File: src/rtl/snsu_pkg.sv
package snsu_pkg;

  // Table geometry.
  localparam int unsigned NODE_COUNT = 1024;
  localparam int unsigned IDX_W      = $clog2(NODE_COUNT);

  // Divider geometry: dividend is |visits * delta|, divisor is at most n + visits.
  localparam int unsigned DVD_W = 41;
  localparam int unsigned DVS_W = 33;
  localparam int unsigned CNT_W = $clog2(DVD_W);

  // Request modes.
  localparam logic [2:0] MODE_START    = 3'd0;
  localparam logic [2:0] MODE_CANCEL   = 3'd1;
  localparam logic [2:0] MODE_FINALIZE = 3'd2;
  localparam logic [2:0] MODE_ADJUST   = 3'd3;
  localparam logic [2:0] MODE_MAKETERM = 3'd4;
  localparam logic [2:0] MODE_TRIM     = 3'd5;
  localparam logic [2:0] MODE_READ     = 3'd6;
  localparam logic [2:0] MODE_SPARE    = 3'd7;

  // Result status codes.
  localparam logic [1:0] STAT_OK        = 2'd0;
  localparam logic [1:0] STAT_REFUSED   = 2'd1;
  localparam logic [1:0] STAT_UNDERFLOW = 2'd2;

  // Game results.
  localparam logic [1:0] RES_LOSS = 2'd0;
  localparam logic [1:0] RES_DRAW = 2'd1;
  localparam logic [1:0] RES_WIN  = 2'd2;

  typedef struct packed {
    logic [2:0]         mode;
    logic [9:0]         node_id;
    logic signed [15:0] value_wl;
    logic [15:0]        value_d;
    logic [23:0]        value_m;
    logic [15:0]        visits;
    logic [1:0]         game_result;
    logic [1:0]         terminal_kind;
  } snsu_in_t;

  typedef struct packed {
    logic [1:0]         status;
    logic signed [15:0] mean_wl;
    logic [15:0]        mean_d;
    logic [23:0]        mean_m;
    logic [31:0]        visit_count;
    logic [15:0]        in_flight;
    logic [1:0]         terminal_state;
    logic [1:0]         bound_lo;
    logic [1:0]         bound_hi;
  } snsu_out_t;

  // One stored node entry.
  typedef struct packed {
    logic signed [15:0] wl;
    logic [15:0]        d;
    logic [23:0]        m;
    logic [31:0]        n;
    logic [15:0]        fl;
    logic [1:0]         term;
    logic [1:0]         lo;
    logic [1:0]         hi;
  } snsu_entry_t;

  localparam snsu_entry_t ENTRY_RESET = '{
    wl: 16'sd0, d: 16'd0, m: 24'd0, n: 32'd0, fl: 16'd0,
    term: 2'd0, lo: RES_LOSS, hi: RES_WIN
  };

endpackage

File: src/rtl/snsu_div.sv
module snsu_div
  import snsu_pkg::*;
(
  input  logic             clk_i,
  input  logic             rst_ni,
  input  logic             start_i,
  input  logic [DVD_W-1:0] dividend_i,
  input  logic [DVS_W-1:0] divisor_i,
  output logic             done_o,
  output logic [DVD_W-1:0] quotient_o
);

  logic             busy_q, busy_d;
  logic             done_q, done_d;
  logic [CNT_W-1:0] cnt_q, cnt_d;
  logic [DVS_W:0]   rem_q, rem_d;
  logic [DVD_W-1:0] quo_q, quo_d;
  logic [DVS_W-1:0] dvs_q, dvs_d;
  logic [DVS_W:0]   rem_sh;
  logic [DVS_W:0]   rem_sub;

  // One restoring step per cycle: shift in a dividend bit, trial subtract.
  always_comb begin
    busy_d  = busy_q;
    done_d  = 1'b0;
    cnt_d   = cnt_q;
    rem_d   = rem_q;
    quo_d   = quo_q;
    dvs_d   = dvs_q;
    rem_sh  = {rem_q[DVS_W-1:0], quo_q[DVD_W-1]};
    rem_sub = rem_sh - {1'b0, dvs_q};
    if (start_i) begin
      busy_d = 1'b1;
      cnt_d  = '0;
      rem_d  = '0;
      quo_d  = dividend_i;
      dvs_d  = divisor_i;
    end else if (busy_q) begin
      if (rem_sh >= {1'b0, dvs_q}) begin
        rem_d = rem_sub;
        quo_d = {quo_q[DVD_W-2:0], 1'b1};
      end else begin
        rem_d = rem_sh;
        quo_d = {quo_q[DVD_W-2:0], 1'b0};
      end
      cnt_d = cnt_q + 1'b1;
      if (cnt_q == CNT_W'(DVD_W - 1)) begin
        busy_d = 1'b0;
        done_d = 1'b1;
      end
    end
  end

  always_ff @(posedge clk_i or negedge rst_ni) begin
    if (!rst_ni) begin
      busy_q <= 1'b0;
      done_q <= 1'b0;
      cnt_q  <= '0;
    end else begin
      busy_q <= busy_d;
      done_q <= done_d;
      cnt_q  <= cnt_d;
    end
  end

  always_ff @(posedge clk_i) begin
    rem_q <= rem_d;
    quo_q <= quo_d;
    dvs_q <= dvs_d;
  end

  assign done_o     = done_q;
  assign quotient_o = quo_q;

endmodule

File: config.mk
export PLATFORM = sky130hd
export DESIGN_NAME = snsu_div
export DESIGN_NICKNAME = d
export VERILOG_FILES = /design/src/rtl/snsu_pkg.sv /design/src/rtl/snsu_div.sv
export SDC_FILE = /design/constraint.sdc
export NUM_CORES = 1
export LEC_CHECK = 0
export ABC_AREA = 1
export BUFFER_PORTS_ARGS = -buffer_cell sky130_fd_sc_hd__buf_2
export CAP_MARGIN = 20
export CORE_MARGIN = 2
export CORE_UTILIZATION = 39
export DETAILED_ROUTE_END_ITERATION = 6
export MAX_ROUTING_LAYER = met4
export PLACE_DENSITY_LB_ADDON = 0.3
export SYNTH_ARGS = -nofsm -noshare
export SYNTH_HDL_FRONTEND = slang
export SYNTH_SLANG_ARGS = --single-unit
File: constraint.sdc
create_clock -name clk_i -period 3.6 [get_ports clk_i]
set_input_delay 0.36 -clock clk_i [delete_from_list [all_inputs] [get_ports clk_i]]
set_output_delay 0.36 -clock clk_i [all_outputs]
set_load 0.01 [all_outputs]
Word-level counts from Yosys, hierarchy flattened. Index checks and enable logic that the tools add are counted.

$add $sub $neg: 2. Order comparisons: 1. Equal/unequal tests: 1. Muxes and demuxes: 12. Reduce and logical (&&, ||, !) cells: 1.

Operators with widths (count): $mux W41 (2); $ge A34 B33 Y1 (1); $mux W33 (1); $sub A33 B33 Y33 (1); $mux W6 (2); $mux W1 (7); $add A6 B1 Y6 const B (1); $eq A6 B6 Y1 const B (1); $reduce_bool A2 Y1 (1).

Flip-flop bits (word level): 115. Input bits: 77. Logic and storage cells: 23.

Logic depth before layout (Yosys ltp).
Depth in word-level cells: 4. Mapped depth: 18. Gate-level depth less buffers: 17.

Worst setup path before layout. No wires, ideal clock.

Path kind: register to register. From: register quo_q[40], in the netlist quotient_o[40]. To: register quo_q[0], in the netlist quotient_o[0], data pin. Setup time: 0.267 ns. Arrival: 1.997 ns. Setup slack: 1.335 ns. Stages on the path, launching flop included: 16. Path buffers: 1. Path through: edfxtp_1 > inv_1 > ha_1 > inv_1 > fa_1 > nand2_1 > nand2_2 > nand3_2 > nand2_2 > nand2_1 > nand2_2 > nand2_2 > nand2_2 > nand2_4 > buf_2 > a31oi_1.

Longest elaborated chain between the ends: 4.

RTL lines: from (decl) (RTL line snsu_div.sv:17) `logic [DVD_W-1:0] quo_q, quo_d;`; from (signal assigned) (RTL line snsu_div.sv:68) `quo_q <= quo_d;`; $ge A34 B33 Y1 (RTL line snsu_div.sv:39) `if (rem_sh >= {1'b0, dvs_q}) begin`; $mux W1 (RTL line snsu_div.sv:39); $mux W41 (RTL line snsu_div.sv:38) `end else if (busy_q) begin`; $mux W41 (RTL line snsu_div.sv:32) `if (start_i) begin`; named net quo_d[0] (RTL line snsu_div.sv:17).

The timed path passes the listed nets, and every way through them passes these cells. The select of a mux whose other input is x is not followed. A chain may end at the register's enable or synchronous reset.

Final worst setup path.
From: register quo_q[40], in the netlist quotient_o[40]. To: register rem_q[19].

Longest elaborated chain between the ends: 2. Elaborated cells between the ends (all ways): 3. Those cells by class: add/sub (1); order compare (1); mux (1).

RTL lines: $sub A33 B33 Y33 or $ge A34 B33 Y1 (tied branches) (RTL line snsu_div.sv:31, snsu_div.sv:39); $mux W33 * (RTL line snsu_div.sv:39); to (signal assigned) (RTL line snsu_div.sv:67) `rem_q <= rem_d;`; to (decl) (RTL line snsu_div.sv:16) `logic [DVS_W:0] rem_q, rem_d;`.

Every way passes the cells marked *; elsewhere a longest branch is shown, timed or not.

==> flow_summary.yaml <==
timing:
  worstMarginPinSlew_ns: 0.587
  fin_crit_ns: 2.79
  final_max_slew_viol_count: 0
  post-route-period-util_pct: 77.5
  worst_slack_ns: 0.811
  rsz0062_at_grt: "false"
  fmax_mhz: 359
  relSlewSlack_pct: 60.8
  tns_ns: 0
  finalSetupViolations: 0
  hold_viol_final: 0
  finClkSkew_ns: 0.00960
clocking:
  numCtsBuffers: 17
  cts_tree: "done"
  cts_max_level: 4
  clock-sinks: 115
  clockBufferDepth: 2
  insertion_delay_ns: 0.42
  cts-root-buf: "clkbuf_16"
  path_clk_slew_ns: 0.07
logic_synthesis:
  synthCells: 1090
  syn_area_mm2: 0.00745
  synth_fp_nets: 1203
  yosys-top-cells-area: "edfxtp_1, nand2_1, inv_1"
  yosys_warnings: 0
  synth.avg_cell_area_um2: 6.83
  synth_cell_types: 32
  synth_seq_cells: 115
  synth_top_area_share_pct: 29.8
  ys_seq_area_share_pct: 41.4
  synth_top_area_cell: "edfxtp_1"
layout:
  drive_gt1_share_pct: 14.1
  final_util_pct: 47.5
  fin_nets: 1323
  layout_commonest_cell: "nand2_1"
  layout_common_cells: "nand2_1, inv_1, buf_2"
  syn_to_final_growth_pct: 19.2
  final_area_mm2: 0.00888
  n_fill_cell: 1929
pwr:
  ir_drop_v: 0.000458
  p_leak_nw: 4.94
  finalPower_mw: 6.88
  power_density_mw_per_mm2: 775
die:
  rows: 50
  dieArea_mm2: 0.0202
  initial_core_util_pct: 39.8
  core_area_mm2: 0.0187
  die_w_um: 142
  io_pins: 119
  fp.dieH_um: 142
global_routing:
  antenna_found_initial: 1
  grt_pass1_vias: 6374
  grt_pass1_wl_mm: 30.9
  grt_max_degree: 48
  overflow: 0
  grtUsageTotal_pct: 20.0
flow_run:
  max-cap-violations: 0
placed_design:
  gp_congestion: 0.889
  dpl.hpwl_mm: 14.0
  preCtsSetupSlack_ns: 0.834
  portBuffers: 118
  postPlaceCellArea_mm2: 0.00826
drt:
  via_per_inst: 4.59
  drt_iter0_drc: 410
  ant_nets: 0
  num_vias: 6687
  drt_first_pass_iters: 5
  drt-total-wl_mm: 18.8
  wl_per_cell_um: 12.9
  drc_errors: 0
worst_setup_path:
  critPathMaxFanout: 35
  required_ns: 3.96
  setup.worst_path.start_class: "flip-flop"
  crit_arrival_ns: 3.15
  critPathCaptureType: "flip-flop"
  crit_type: "reg -> reg"
run_status:
  status: "finished clean"
min_path:
  min_path_type: "in -> reg"
==> cell type report <==
cell class | instances | area (um^2) | share of cell area, %
antenna | 1 | 2.50 | 0.0282
multi-input combinational | 742 | 3460 | 39.0
clock inverter | 15 | 179 | 2.01
tap | 234 | 293 | 3.30
sequential | 115 | 3080 | 34.7
clock buffer | 17 | 425 | 4.79
inverter | 208 | 781 | 8.79
timing repair buffer | 126 | 653 | 7.36
==> state kept, by name, summed over array words and instances, names as in the netlist <==
name and cells:
quotient_o 41, dvs_q 33, rem_q 33, cnt_q 6
busy_q 1, done_o 1
==> repair_timing <==
action	CTS	global route
hold buffers	1	0
resized for setup	0	0
setup buffers	0	0
hold endpoints to repair	8	0
==> cell usage after synthesis <==
cell / n
nand3_2: 2
clkinv_1: 1
buf_4: 1
nor3_2: 1
xnor2_1: 14
a31oi_1: 1
ha_1: 35
nand2_2: 5
o21bai_1: 1
nand2_1: 485
nand3_1: 89
and2_1: 6
xor2_1: 1
dfrtp_1: 8
nand3b_1: 6
a21oi_4: 1
fa_1: 1
clkbuf_1: 15
or2_1: 1
inv_1: 207
or2_2: 1
nand4_1: 4
o21ai_0: 4
dfxtp_1: 33
a21oi_1: 22
nand2_4: 2
nor2_2: 1
buf_6: 3
nor2_1: 50
nor3_1: 9
edfxtp_1: 74
buf_2: 6
==> worst max-delay path: stages (launching register included) <==
cell and delay (ns):
edfxtp_1 0.38, inv_1 0.09, ha_1 0.14, inv_1 0.07
fa_1 0.40, nand2_1 0.10, nand2_2 0.08, nand3_2 0.07
nand2_2 0.07, nand2_1 0.07, nand2_2 0.07, nand2_2 0.07
nand2_2 0.07, nand2_4 0.36, nand2_4 0.33, nand2_1 0.18
nand3_1 0.08, nand2_1 0.08
==> worst paths after layout <==
check / start / to / slack (ns) / cells past startpoint
max: quotient_o[40]$_DFFE_PP_ / rem_q[19]$_SDFFE_PP0P_ / 0.81 / 17
min: divisor_i[26] / dvs_q[26]$_DFFE_PP_ / 0.11 / 1
max reg2reg: quotient_o[40]$_DFFE_PP_ / rem_q[19]$_SDFFE_PP0P_ / 0.81 / 17
min reg2reg: rem_q[30]$_SDFFE_PP0P_ / rem_q[30]$_SDFFE_PP0P_ / 0.47 / 2
max in group asynchronous: rst_ni / cnt_q[2]$_DFFE_PN0P_ / 3.12 / 2
min in group asynchronous: rst_ni / done_o$_DFF_PN0_ / 0.30 / 2
==> per-layer routing <==
layer	share of wire [%]	GRT usage, %
met5	0	-
met4	1.9	6.74
met3	5.5	4.31
met2	44	31.4
met1	48	25.6
==> per-stage QoR <==
stage | std cells | hold WS (ns)
floorplan | 1090 | 0.0644
global placement | 1424 | 0.215
detailed placement | 1424 | 0.216
CTS | 1457 | 0.0909
global route | 1458 | 0.0898
finish | 1458 | 0.107
==> logic make-up after synthesis <==
kind of cell / Yosys count / share of synthesized area, %
AO/OA/AOI/OAI: 29 / 2.15
AND/OR/NAND/NOR: 662 / 36.4
flip-flops: 115 / 41.4
XOR/XNOR: 15 / 1.76
adder cells (fa/ha/maj): 36 / 6.15
buffers and inverters: 233 / 12.2
==> report_power, final <==
group | leakage (nW) | internal [mW] | switching (mW) | total (mW)
Clock | 0.298 | 0.943 | 0.762 | 1.71
Combinational | 3.50 | 1.19 | 2.08 | 3.27
Sequential | 1.14 | 1.70 | 0.200 | 1.90
(Power assumes the default switching activity.)
